<file path="src/hw/rtl/shps_pkg.sv">
// ----------------------------------------------------------------------------
// shps_pkg: shared types and constants for the heating program sequencer
// Command, status and phase codes, field widths and temperature limits.
// ----------------------------------------------------------------------------
package shps_pkg;

  // Field widths
  localparam int CMD_W    = 3;
  localparam int TEMP_W   = 15;
  localparam int MS_W     = 16;
  localparam int SP_W     = 10;
  localparam int DUR_W    = 20;
  localparam int TOL_W    = 7;
  localparam int SEC_W    = 24;
  localparam int FRAC_W   = 10;
  localparam int ACC_W    = 17;  // fraction + elapsed_ms, below 66535
  localparam int CARRY_W  = 7;   // whole seconds carried out of one tick
  localparam int CFG_IDX_W  = 3;
  localparam int CFG_DATA_W = 20;

  // Commands
  localparam logic [CMD_W-1:0] CMD_TICK   = 3'd0;
  localparam logic [CMD_W-1:0] CMD_START  = 3'd1;
  localparam logic [CMD_W-1:0] CMD_PAUSE  = 3'd2;
  localparam logic [CMD_W-1:0] CMD_RESUME = 3'd3;
  localparam logic [CMD_W-1:0] CMD_STOP   = 3'd4;

  // Status
  localparam logic [1:0] ST_OK        = 2'd0;
  localparam logic [1:0] ST_BAD_STATE = 2'd1;
  localparam logic [1:0] ST_BAD_ARG   = 2'd2;

  // Run phases
  localparam logic [1:0] PH_IDLE    = 2'd0;
  localparam logic [1:0] PH_RUNNING = 2'd1;
  localparam logic [1:0] PH_PAUSED  = 2'd2;
  localparam logic [1:0] PH_DONE    = 2'd3;

  // Configuration register indexes
  localparam logic [CFG_IDX_W-1:0] REG_SP1   = 3'd0;
  localparam logic [CFG_IDX_W-1:0] REG_SP2   = 3'd1;
  localparam logic [CFG_IDX_W-1:0] REG_SP3   = 3'd2;
  localparam logic [CFG_IDX_W-1:0] REG_DUR1  = 3'd3;
  localparam logic [CFG_IDX_W-1:0] REG_DUR2  = 3'd4;
  localparam logic [CFG_IDX_W-1:0] REG_DUR3  = 3'd5;
  localparam logic [CFG_IDX_W-1:0] REG_HOLD  = 3'd6;
  localparam logic [CFG_IDX_W-1:0] REG_TOL   = 3'd7;

  // Session temperature extremes start from the opposite ends
  localparam logic signed [TEMP_W-1:0] TEMP_LO_INIT = 15'sd9990;
  localparam logic signed [TEMP_W-1:0] TEMP_HI_INIT = -15'sd9990;

  localparam logic [9:0] MS_PER_S = 10'd1000;

  // Millisecond accumulator split into whole seconds and remainder
  typedef struct packed {
    logic [CARRY_W-1:0] secs;
    logic [FRAC_W-1:0]  frac;
  } ms_split_t;

endpackage

</file>
<file path="src/hw/rtl/shps_cmd_if.sv">
// ----------------------------------------------------------------------------
// shps_cmd_if: command channel
// valid/ready channel carrying one command transaction.
// ----------------------------------------------------------------------------
interface shps_cmd_if;
  logic                                   valid;
  logic                                   ready;
  logic [shps_pkg::CMD_W-1:0]             command;
  logic signed [shps_pkg::TEMP_W-1:0]     temperature;
  logic [shps_pkg::MS_W-1:0]              elapsed_ms;

  modport source (output valid, command, temperature, elapsed_ms, input ready);
  modport sink   (input valid, command, temperature, elapsed_ms, output ready);
endinterface

</file>
<file path="src/hw/rtl/shps_res_if.sv">
// ----------------------------------------------------------------------------
// shps_res_if: result channel
// valid/ready channel carrying one status/result transaction.
// ----------------------------------------------------------------------------
interface shps_res_if;
  logic                               valid;
  logic                               ready;
  logic [1:0]                         status;
  logic [1:0]                         session_state;
  logic [1:0]                         active_stage;
  logic [shps_pkg::SP_W-1:0]          drive_setpoint;
  logic                               fan_on;
  logic                               cooling;
  logic [shps_pkg::SEC_W-1:0]         elapsed_s;
  logic [shps_pkg::SEC_W-1:0]         remaining_s;
  logic signed [shps_pkg::TEMP_W-1:0] min_temp;
  logic signed [shps_pkg::TEMP_W-1:0] max_temp;
  logic                               completed_pulse;
  logic                               aborted_pulse;

  modport source (output valid, status, session_state, active_stage, drive_setpoint, fan_on,
                  cooling, elapsed_s, remaining_s, min_temp, max_temp, completed_pulse,
                  aborted_pulse, input ready);
  modport sink   (input valid, status, session_state, active_stage, drive_setpoint, fan_on,
                  cooling, elapsed_s, remaining_s, min_temp, max_temp, completed_pulse,
                  aborted_pulse, output ready);
endinterface

</file>
<file path="src/hw/rtl/shps_ms_split.sv">
// ----------------------------------------------------------------------------
// shps_ms_split: millisecond accumulator to seconds
// Divides by 1000 through a reciprocal multiply and one correction step.
// ----------------------------------------------------------------------------
module shps_ms_split (
  input  logic [shps_pkg::ACC_W-1:0] acc_ms,
  output shps_pkg::ms_split_t        split
);
  import shps_pkg::*;

  // floor(2^20 / 1000): estimate is exact or one low over the whole range
  localparam int RECIP   = 1048;
  localparam int RSHIFT  = 20;
  localparam int PROD_W  = ACC_W + 11;

  logic [PROD_W-1:0]  prod;
  logic [CARRY_W-1:0] q_est;
  logic [ACC_W-1:0]   q_times;
  logic [ACC_W-1:0]   rem_est;

  always_comb begin
    prod    = {11'b0, acc_ms} * PROD_W'(RECIP);
    q_est   = prod[RSHIFT +: CARRY_W];
    // q_est * 1000 = q*1024 - q*16 - q*8
    q_times = (ACC_W'(q_est) << 10) - (ACC_W'(q_est) << 4) - (ACC_W'(q_est) << 3);
    rem_est = acc_ms - q_times;
    if (rem_est >= ACC_W'(MS_PER_S)) begin
      split.secs = q_est + CARRY_W'(1);
      split.frac = FRAC_W'(rem_est - ACC_W'(MS_PER_S));
    end else begin
      split.secs = q_est;
      split.frac = FRAC_W'(rem_est);
    end
  end
endmodule

</file>
<file path="src/hw/rtl/staged_heating_program_sequencer.sv">
// ----------------------------------------------------------------------------
// staged_heating_program_sequencer: three-stage heating program sequencer
// A command passes through the input register, then the result register;
// one transaction per cycle while the result register is free or being drained.
// Throughput is set by the single state-update stage, which retires one command
// per cycle whenever the result register is free or being drained.
// Reset (rst, synchronous, active high) returns to idle with cleared counters
// and the configuration registers at their default recipe.
// ----------------------------------------------------------------------------
module staged_heating_program_sequencer #(
  parameter int unsigned HUMIDITY_CAP_S = 86400
) (
  input  logic                             clk,
  input  logic                             rst,
  shps_cmd_if.sink                         cmd,
  shps_res_if.source                       result,
  input  logic                             cfg_wr_en,
  input  logic [shps_pkg::CFG_IDX_W-1:0]   cfg_index,
  input  logic [shps_pkg::CFG_DATA_W-1:0]  cfg_data
);
  import shps_pkg::*;

  localparam logic [SEC_W-1:0] CAP_S = SEC_W'(HUMIDITY_CAP_S);
  localparam int EL_W    = SEC_W + 1;    // elapsed plus one tick's carry
  localparam int TOTAL_W = DUR_W + 2;
  localparam int THR_W   = SP_W + 2;     // signed setpoint minus tolerance

  // --------------------------------------------------------------------------
  // Configuration registers (recipe). Sampled into the session on start.
  // --------------------------------------------------------------------------
  logic [SP_W-1:0]  cfg_sp1, cfg_sp2, cfg_sp3;
  logic [DUR_W-1:0] cfg_dur1, cfg_dur2, cfg_dur3;
  logic             cfg_hold;
  logic [TOL_W-1:0] cfg_tol;

  always_ff @(posedge clk) begin
    if (rst) begin
      cfg_sp1  <= SP_W'(600);
      cfg_sp2  <= SP_W'(550);
      cfg_sp3  <= SP_W'(500);
      cfg_dur1 <= DUR_W'(7200);
      cfg_dur2 <= DUR_W'(10800);
      cfg_dur3 <= DUR_W'(7200);
      cfg_hold <= 1'b0;
      cfg_tol  <= TOL_W'(20);
    end else if (cfg_wr_en) begin
      unique case (cfg_index)
        REG_SP1:  cfg_sp1  <= cfg_data[SP_W-1:0];
        REG_SP2:  cfg_sp2  <= cfg_data[SP_W-1:0];
        REG_SP3:  cfg_sp3  <= cfg_data[SP_W-1:0];
        REG_DUR1: cfg_dur1 <= cfg_data;
        REG_DUR2: cfg_dur2 <= cfg_data;
        REG_DUR3: cfg_dur3 <= cfg_data;
        REG_HOLD: cfg_hold <= cfg_data[0];
        REG_TOL:  cfg_tol  <= cfg_data[TOL_W-1:0];
        default:  ;
      endcase
    end
  end

  // --------------------------------------------------------------------------
  // Input register. The command stage drains it whenever the result register
  // is empty or being taken, so a new transaction can land every cycle.
  // --------------------------------------------------------------------------
  logic                     in_valid;
  logic [CMD_W-1:0]         in_command;
  logic signed [TEMP_W-1:0] in_temp;
  logic [MS_W-1:0]          in_ms;
  logic                     res_valid;
  logic                     advance;

  assign advance   = in_valid && (!res_valid || result.ready);
  assign cmd.ready = !in_valid || advance;

  always_ff @(posedge clk) begin
    if (rst) begin
      in_valid <= 1'b0;
    end else if (cmd.ready) begin
      in_valid <= cmd.valid;
    end
  end

  always_ff @(posedge clk) begin
    if (cmd.valid && cmd.ready) begin
      in_command <= cmd.command;
      in_temp    <= cmd.temperature;
      in_ms      <= cmd.elapsed_ms;
    end
  end

  // --------------------------------------------------------------------------
  // Session state. Program mode is implied by a non-idle phase.
  // --------------------------------------------------------------------------
  logic [1:0]               phase, phase_next;
  logic [1:0]               stage_idx, stage_idx_next;
  logic                     warmed_up, warmed_up_next;
  logic [SEC_W-1:0]         secs, secs_next;
  logic [SEC_W-1:0]         secs_left, secs_left_next;
  logic [FRAC_W-1:0]        ms_frac, ms_frac_next;
  logic signed [TEMP_W-1:0] lo_temp, lo_temp_next;
  logic signed [TEMP_W-1:0] hi_temp, hi_temp_next;
  logic [SP_W-1:0]          setpoint, setpoint_next;
  logic                     fan, fan_next;
  logic                     cool, cool_next;

  // Session copy of the recipe, with cumulative stage boundaries precomputed
  logic [SP_W-1:0]    s_sp0, s_sp1, s_sp2;
  logic [DUR_W-1:0]   s_cum1;
  logic [DUR_W:0]     s_cum2;
  logic [TOTAL_W-1:0] s_total;
  logic               s_hold;
  logic [TOL_W-1:0]   s_tol;

  logic [DUR_W:0]     cfg_cum2;
  logic [TOTAL_W-1:0] cfg_total;
  logic               start_ok;

  assign cfg_cum2  = {1'b0, cfg_dur1} + {1'b0, cfg_dur2};
  assign cfg_total = {1'b0, cfg_cum2} + TOTAL_W'(cfg_dur3);
  assign start_ok  = advance && (in_command == CMD_START) && (cfg_total != '0);

  always_ff @(posedge clk) begin
    if (start_ok) begin
      s_sp0   <= cfg_sp1;
      s_sp1   <= cfg_sp2;
      s_sp2   <= cfg_sp3;
      s_cum1  <= cfg_dur1;
      s_cum2  <= cfg_cum2;
      s_total <= cfg_total;
      s_hold  <= cfg_hold;
      s_tol   <= cfg_tol;
    end
  end

  // --------------------------------------------------------------------------
  // Tick datapath: warm-up test, ms accumulation, stage select, end check
  // --------------------------------------------------------------------------
  logic signed [THR_W-1:0] warm_thr;
  logic                    warm_hit;
  logic [ACC_W-1:0]        acc_ms;
  ms_split_t               split;
  logic [EL_W-1:0]         el;
  logic [1:0]              el_stage;
  logic [EL_W-1:0]         limit;
  logic [SP_W-1:0]         el_sp;
  logic [SP_W-1:0]         resume_sp;

  // Warm-up always compares against the first stage setpoint; the threshold is
  // sign-extended to the full sample width so no sample bits are dropped
  assign warm_thr = $signed({2'b0, s_sp0}) - $signed({{(THR_W-TOL_W){1'b0}}, s_tol});
  assign warm_hit = in_temp >= TEMP_W'(warm_thr);

  assign acc_ms = {{(ACC_W-FRAC_W){1'b0}}, ms_frac} + {1'b0, in_ms};

  shps_ms_split u_ms_split (
    .acc_ms (acc_ms),
    .split  (split)
  );

  assign el    = {1'b0, secs} + EL_W'(split.secs);
  assign limit = s_hold ? {1'b0, CAP_S} : EL_W'(s_total);

  // Stage from cumulative boundaries; past the recipe end the last stage holds
  always_comb begin
    priority if (el < EL_W'(s_cum1)) begin
      el_stage = 2'd0;
    end else if (el < EL_W'(s_cum2)) begin
      el_stage = 2'd1;
    end else begin
      el_stage = 2'd2;
    end
  end

  always_comb begin
    unique case (el_stage)
      2'd0:    el_sp = s_sp0;
      2'd1:    el_sp = s_sp1;
      default: el_sp = s_sp2;
    endcase
    unique case (stage_idx)
      2'd0:    resume_sp = s_sp0;
      2'd1:    resume_sp = s_sp1;
      default: resume_sp = s_sp2;
    endcase
  end

  // --------------------------------------------------------------------------
  // Command decode and next state
  // --------------------------------------------------------------------------
  logic [1:0] status_c;
  logic       done_c, abort_c;

  always_comb begin
    phase_next     = phase;
    stage_idx_next = stage_idx;
    warmed_up_next = warmed_up;
    secs_next      = secs;
    secs_left_next = secs_left;
    ms_frac_next   = ms_frac;
    lo_temp_next   = lo_temp;
    hi_temp_next   = hi_temp;
    setpoint_next  = setpoint;
    fan_next       = fan;
    cool_next      = cool;
    status_c       = ST_OK;
    done_c         = 1'b0;
    abort_c        = 1'b0;

    unique case (in_command)
      CMD_TICK: begin
        // ticks outside a running session are ignored
        if (phase == PH_RUNNING) begin
          if (in_temp < lo_temp) lo_temp_next = in_temp;
          if (in_temp > hi_temp) hi_temp_next = in_temp;
          if (warmed_up || warm_hit) begin
            warmed_up_next = 1'b1;
            ms_frac_next   = split.frac;
            if (el >= limit) begin
              phase_next     = PH_DONE;
              secs_next      = limit[SEC_W-1:0];
              secs_left_next = '0;
              setpoint_next  = '0;
              fan_next       = 1'b1;
              cool_next      = 1'b1;
              done_c         = 1'b1;
            end else begin
              secs_next      = el[SEC_W-1:0];
              stage_idx_next = el_stage;
              setpoint_next  = el_sp;
              if (s_hold && (el >= EL_W'(s_total))) begin
                secs_left_next = '0;
              end else begin
                secs_left_next = SEC_W'(EL_W'(s_total) - el);
              end
            end
          end
        end
      end
      CMD_START: begin
        if (cfg_total == '0) begin
          status_c = ST_BAD_ARG;
        end else begin
          phase_next     = PH_RUNNING;
          stage_idx_next = 2'd0;
          secs_next      = '0;
          secs_left_next = SEC_W'(cfg_total);
          ms_frac_next   = '0;
          setpoint_next  = cfg_sp1;
          fan_next       = 1'b1;
          cool_next      = 1'b0;
          lo_temp_next   = TEMP_LO_INIT;
          hi_temp_next   = TEMP_HI_INIT;
          warmed_up_next = 1'b0;
        end
      end
      CMD_PAUSE: begin
        if (phase != PH_RUNNING) begin
          status_c = ST_BAD_STATE;
        end else begin
          phase_next    = PH_PAUSED;
          setpoint_next = '0;
          fan_next      = 1'b0;
        end
      end
      CMD_RESUME: begin
        if (phase != PH_PAUSED) begin
          status_c = ST_BAD_STATE;
        end else begin
          phase_next    = PH_RUNNING;
          setpoint_next = resume_sp;
          fan_next      = 1'b1;
        end
      end
      CMD_STOP: begin
        if (phase == PH_IDLE) begin
          status_c = ST_BAD_STATE;
        end else begin
          abort_c       = (phase == PH_RUNNING) || (phase == PH_PAUSED);
          phase_next    = PH_IDLE;
          setpoint_next = '0;
          fan_next      = 1'b0;
          cool_next     = 1'b0;
        end
      end
      default: begin
        status_c = ST_BAD_ARG;
      end
    endcase
  end

  always_ff @(posedge clk) begin
    if (rst) begin
      phase     <= PH_IDLE;
      stage_idx <= 2'd0;
      warmed_up <= 1'b0;
      secs      <= '0;
      secs_left <= '0;
      ms_frac   <= '0;
      lo_temp   <= TEMP_LO_INIT;
      hi_temp   <= TEMP_HI_INIT;
      setpoint  <= '0;
      fan       <= 1'b0;
      cool      <= 1'b0;
    end else if (advance) begin
      phase     <= phase_next;
      stage_idx <= stage_idx_next;
      warmed_up <= warmed_up_next;
      secs      <= secs_next;
      secs_left <= secs_left_next;
      ms_frac   <= ms_frac_next;
      lo_temp   <= lo_temp_next;
      hi_temp   <= hi_temp_next;
      setpoint  <= setpoint_next;
      fan       <= fan_next;
      cool      <= cool_next;
    end
  end

  // --------------------------------------------------------------------------
  // Result register: holds a finished transaction while the sink stalls
  // --------------------------------------------------------------------------
  always_ff @(posedge clk) begin
    if (rst) begin
      res_valid <= 1'b0;
    end else if (advance) begin
      res_valid <= 1'b1;
    end else if (result.ready) begin
      res_valid <= 1'b0;
    end
  end

  always_ff @(posedge clk) begin
    if (advance) begin
      result.status          <= status_c;
      result.session_state   <= phase_next;
      result.active_stage    <= stage_idx_next;
      result.drive_setpoint  <= setpoint_next;
      result.fan_on          <= fan_next;
      result.cooling         <= cool_next;
      result.elapsed_s       <= secs_next;
      result.remaining_s     <= secs_left_next;
      result.min_temp        <= lo_temp_next;
      result.max_temp        <= hi_temp_next;
      result.completed_pulse <= done_c;
      result.aborted_pulse   <= abort_c;
    end
  end

  assign result.valid = res_valid;

endmodule
</file>
<file path="src/flat_wrapper.sv">
// flat-port wrapper written by rule: the top's interface ports become plain ports
module staged_heating_program_sequencer_flat import shps_pkg::*;
#(
  parameter int unsigned HUMIDITY_CAP_S = 86400
)
  (clk, rst, cfg_wr_en, cfg_index, cfg_data, cmd_valid, cmd_command, cmd_temperature, cmd_elapsed_ms, cmd_ready, result_valid, result_status, result_session_state, result_active_stage, result_drive_setpoint, result_fan_on, result_cooling, result_elapsed_s, result_remaining_s, result_min_temp, result_max_temp, result_completed_pulse, result_aborted_pulse, result_ready);
  shps_cmd_if cmd_i ();
  shps_res_if result_i ();
  input  logic clk;
  input  logic rst;
  input  logic cfg_wr_en;
  input  logic [shps_pkg::CFG_IDX_W-1:0] cfg_index;
  input  logic [shps_pkg::CFG_DATA_W-1:0] cfg_data;
  input wire logic [$bits(cmd_i.valid)-1:0] cmd_valid;
  input wire logic [$bits(cmd_i.command)-1:0] cmd_command;
  input wire logic [$bits(cmd_i.temperature)-1:0] cmd_temperature;
  input wire logic [$bits(cmd_i.elapsed_ms)-1:0] cmd_elapsed_ms;
  output wire logic [$bits(cmd_i.ready)-1:0] cmd_ready;
  output wire logic [$bits(result_i.valid)-1:0] result_valid;
  output wire logic [$bits(result_i.status)-1:0] result_status;
  output wire logic [$bits(result_i.session_state)-1:0] result_session_state;
  output wire logic [$bits(result_i.active_stage)-1:0] result_active_stage;
  output wire logic [$bits(result_i.drive_setpoint)-1:0] result_drive_setpoint;
  output wire logic [$bits(result_i.fan_on)-1:0] result_fan_on;
  output wire logic [$bits(result_i.cooling)-1:0] result_cooling;
  output wire logic [$bits(result_i.elapsed_s)-1:0] result_elapsed_s;
  output wire logic [$bits(result_i.remaining_s)-1:0] result_remaining_s;
  output wire logic [$bits(result_i.min_temp)-1:0] result_min_temp;
  output wire logic [$bits(result_i.max_temp)-1:0] result_max_temp;
  output wire logic [$bits(result_i.completed_pulse)-1:0] result_completed_pulse;
  output wire logic [$bits(result_i.aborted_pulse)-1:0] result_aborted_pulse;
  input wire logic [$bits(result_i.ready)-1:0] result_ready;
  assign cmd_i.valid = cmd_valid;
  assign cmd_i.command = cmd_command;
  assign cmd_i.temperature = cmd_temperature;
  assign cmd_i.elapsed_ms = cmd_elapsed_ms;
  assign cmd_ready = cmd_i.ready;
  assign result_valid = result_i.valid;
  assign result_status = result_i.status;
  assign result_session_state = result_i.session_state;
  assign result_active_stage = result_i.active_stage;
  assign result_drive_setpoint = result_i.drive_setpoint;
  assign result_fan_on = result_i.fan_on;
  assign result_cooling = result_i.cooling;
  assign result_elapsed_s = result_i.elapsed_s;
  assign result_remaining_s = result_i.remaining_s;
  assign result_min_temp = result_i.min_temp;
  assign result_max_temp = result_i.max_temp;
  assign result_completed_pulse = result_i.completed_pulse;
  assign result_aborted_pulse = result_i.aborted_pulse;
  assign result_i.ready = result_ready;
  staged_heating_program_sequencer #(.HUMIDITY_CAP_S(HUMIDITY_CAP_S)) u_core (.clk(clk), .rst(rst), .cmd(cmd_i), .result(result_i), .cfg_wr_en(cfg_wr_en), .cfg_index(cfg_index), .cfg_data(cfg_data));
endmodule
</file>
<file path="config.mk">
export PLATFORM = sky130hd
export DESIGN_NAME = staged_heating_program_sequencer_flat
export DESIGN_NICKNAME = d
export VERILOG_FILES = /design/src/hw/rtl/shps_pkg.sv /design/src/hw/rtl/shps_cmd_if.sv /design/src/hw/rtl/shps_res_if.sv /design/src/hw/rtl/shps_ms_split.sv /design/src/hw/rtl/staged_heating_program_sequencer.sv /design/src/flat_wrapper.sv
export SDC_FILE = /design/constraint.sdc
export NUM_CORES = 1
export LEC_CHECK = 0
export BUFFER_PORTS_ARGS = -buffer_cell sky130_fd_sc_hd__buf_2
export CAP_MARGIN = 25
export CORE_ASPECT_RATIO = 1.2
export CORE_MARGIN = 3
export CORE_UTILIZATION = 35
export DETAILED_ROUTE_END_ITERATION = 8
export PLACE_DENSITY = 0.6
export RECOVER_POWER = 100
export SYNTH_ARGS = -nofsm -noshare
export SYNTH_HDL_FRONTEND = slang
export SYNTH_SLANG_ARGS = --single-unit
</file>
<file path="constraint.sdc">
create_clock -name clk -period 12.7 [get_ports clk]
set_clock_uncertainty 0.2 [all_clocks]
set_input_delay 1.905 -clock clk [delete_from_list [all_inputs] [get_ports clk]]
set_output_delay 1.905 -clock clk [all_outputs]
set_load 0.01 [all_outputs]
</file>
==> flow_metrics.py <==
metrics = {
    "run_status": {
        "status": "complete, but fails checks",
        "violations": "max-capacitance violations, max-slew violations",
    },
    "global_routing": {
        "grt_pass1_wl_mm": 127.5,
        "grt_max_degree": 81,
        "antenna_found_initial": 6,
        "grt_pass1_vias": 22430,
        "grt.overflow.total": 0,
        "grt_use_total": 0.1996,
    },
    "timing": {
        "rsz0062_at_grt": "true",
        "hold_viol": 0,
        "fmax_mhz": 78.80,
        "finalCritPeriodShare": 0.9992,
        "min_period_ns": 12.69,
        "tightest_slew_ns": 3.998,
        "slew_violations": 432,
        "fin_tns_setup_ns": 0,
        "slew_headroom": -1.665,
        "finalSetupViolCount": 0,
    },
    "die": {
        "design.die.area_um2": 81600,
        "die_y_um": 312.3,
        "core_area_um2": 76940,
        "io_pins": 162,
        "die_w_um": 261.3,
        "start_util": 0.3557,
        "num_rows": 111,
    },
    "placed_design": {
        "port_buffers": 161,
        "hpwlAfterDp_mm": 63.50,
        "place_inst": 4260,
        "routabilityCongestion": 0.9061,
    },
    "detailed_routing": {
        "wl_per_cell_um": 19.44,
        "via_count": 23330,
        "avgViaCountPerCell": 5.279,
        "drc": 0,
        "first_pass_iters": 6,
        "ant_nets": 0,
        "totalWireLength_mm": 85.88,
        "drtIter0Drc": 1467,
    },
    "cts": {
        "clock_path_buffers": 3,
        "clk_pin_slew_ns": 0.06,
        "root_buffer": "clkbuf_16",
        "cts_made_buffers": 47,
        "cts.hold.buffers_added": 0,
        "insertion_delay_ns": 0.61,
        "numClockSinks": 438,
        "cts_tree": "done",
        "cts_htree_levels": 2,
    },
    "synth": {
        "synth_edf_count": 233,
        "yosysTopAreaCell": "edfxtp_1",
        "async_flop_share": 0,
        "synth_flop_cell": "edfxtp_1",
        "synthesis.nets": 3282,
        "synth.distinct_cells": 93,
        "synthTopCellsByArea": "edfxtp_1 26%, dfxtp_1 15%, ha_1 14%",
        "syn_area_um2": 27370,
        "synthCells": 2897,
        "avgSynthCellArea_um2": 9.447,
        "yosysTopAreaCellShare": 0.2557,
        "ys_warn_count": 0,
        "synth-seq-cells": 438,
        "ys_seq_area_frac": 0.4056,
    },
    "critical_path": {
        "crit_slowest_cell": "fa_1",
        "cp_max_fo": 5,
        "start_kind": "flip-flop",
        "arrival_ns": 12.83,
        "crit_top_cell": "a21oi_2",
        "crit_required_ns": 12.84,
        "rrSetupSlack_ns": 0.01,
        "slowest_delay_ns": 0.51,
        "worstSetupPathType": "reg2reg",
        "cp_num_buf_inv": 11,
        "crit_family": "compound AO/OA/AOI/OAI gates",
        "cp-end-kind": "flip-flop",
    },
    "finish": {
        "final_util": 0.4603,
        "nNetsFinal": 3743,
        "final_cells": 4419,
        "drive_gt1_frac": 0.2311,
        "areaGrowthSynthToFinish_pct": 29.41,
        "mostFrequentLayoutCell": "nand2_1",
        "layout_common_cells": "343 x nand2_1, 294 x buf_4, 257 x ha_1",
    },
    "power_and_ir_drop": {
        "total_power_uw": 4720,
        "p_leak_uw": 0.01496,
        "vdd_drop_max_mv": 0.09666,
        "powerDensity_nw_per_um2": 133.3,
    },
    "run": {
        "drv_cap": 10,
    },
    "min_path": {
        "hold_path_class": "reg2reg",
    },
}
-- sequential cells by signal (all words and copies together), names as in the netlist, 15 cells and up --
| name | count |
|---|---|
| u_core.s_cum2 | 21 |
| u_core.hi_temp | 15 |
| u_core.secs_left | 24 |
| u_core.cfg_dur3 | 20 |
| u_core.lo_temp | 15 |
| u_core.result.min_temp | 15 |
| u_core.result.max_temp | 15 |
| u_core.cfg_dur2 | 20 |
| u_core.cfg_dur1 | 20 |
| u_core.result.remaining_s | 24 |
| u_core.result.elapsed_s | 24 |
| u_core.in_ms | 16 |
| u_core.s_cum1 | 20 |
| u_core.in_temp | 15 |
| u_core.secs | 24 |
| u_core.s_total | 22 |
-- power by group --
group	internal (µW)	total (µW)	switching, µW
logic	790	1680	886
registers	1530	1570	33.2
clock network	861	1480	618
total	3180	4720	1540
-- per-layer routing --
metal  vias up  global-route usage  wire [µm]
li1      11420                   -          -
met1     11130              0.2467      35640
met2       604              0.3502      42430
met3       174             0.02456       3923
met4         4             0.08092       3872
met5         -                   0         21
-- cells by family (layout without fill, tap and decap cells) --
group,after synthesis,after routing,synth area share
xor+xnor,124,124,0.03968
fa+ha+maj,323,323,0.1540
buf+inv,368,868,0.05235
simple gates,817,817,0.1379
mux,16,16,0.005943
other cells,0,5,0
compound gates,811,811,0.2045
flops,438,438,0.4056
-- through the flow --
stage	hold slack [ns]	cell area, µm²	setup slack, ns
finish	0.2281	35420	0.009778
global route	0.2363	35410	-0.6012
CTS	0.2305	33520	0.0009939
detailed placement	0.2150	31360	-0.8432
global placement	0.2116	31350	-0.6729
floorplan	0.2080	27450	0.04857
-- path summary, 6_finish.rpt --
kind,startpoint,to,cells after the start
setup / recovery,u_core.in_ms[0],u_core.secs[11],61
hold / removal,u_core.cfg_sp3[7],u_core.s_sp2[7],0
setup reg to reg,u_core.in_ms[0],u_core.secs[11],61
hold reg to reg,u_core.cfg_sp3[7],u_core.s_sp2[7],0
-- worst reg2reg max path, delay by kind of cell (launching register included) --
| kind | cells | cell delay [ns] |
|---|---|---|
| simple gates | 6 | 0.70 |
| buf+inv | 11 | 1.44 |
| fa+ha+maj | 13 | 4.02 |
| flops | 1 | 0.37 |
| compound gates | 27 | 4.96 |
| xor+xnor | 4 | 0.76 |
-- cells in the mapped netlist, types with 10 or more instances --
library cell / instances
nand2_1: 357
ha_1: 300
inv_1: 262
edfxtp_1: 233
a21oi_1: 226
dfxtp_1: 205
nor2_1: 146
o21ai_0: 125
clkbuf_1: 83
xnor2_1: 80
nand3_1: 74
a21o_1: 70
a22o_1: 50
nor3_1: 50
xor2_1: 44
a211oi_1: 36
o21a_1: 33
nand4_1: 29
nand2b_1: 28
nor2b_1: 27
o21bai_1: 26
and2_1: 23
fa_1: 23
o211ai_1: 22
or2_2: 19
o2bb2ai_1: 18
a31oi_1: 16
a32o_1: 16
or3_1: 15
and3_1: 14
mux2i_1: 14
a211o_1: 12
o21ai_1: 12
o221a_2: 12
o22ai_1: 12
a2bb2oi_1: 11
buf_2: 11
o31ai_1: 11
a221oi_2: 10
a222oi_1: 10
-- final cells by class --
| cell class | count | area (µm²) |
|---|---|---|
| Antenna cell | 5 | 12.51 |
| Clock buffer | 58 | 1331 |
| Clock inverter | 30 | 352.8 |
| Fill cell | 7196 | 41530 |
| Inverter | 265 | 1002 |
| Multi-Input combinational cell | 2091 | 16710 |
| Sequential cell | 438 | 11100 |
| Tap cell | 1017 | 1272 |
| Timing Repair Buffer | 515 | 3633 |
-- what timing repair did --
action | in CTS | in global routing
gates resized for setup | 67 | 313
pin swaps | 46 | 196
hold endpoints to repair | 0 | 0
buffers inserted | 23 | 53
endpoints found under the setup margin | 123 | 123
gates cloned | 0 | 3
(Power assumes the default switching activity.)
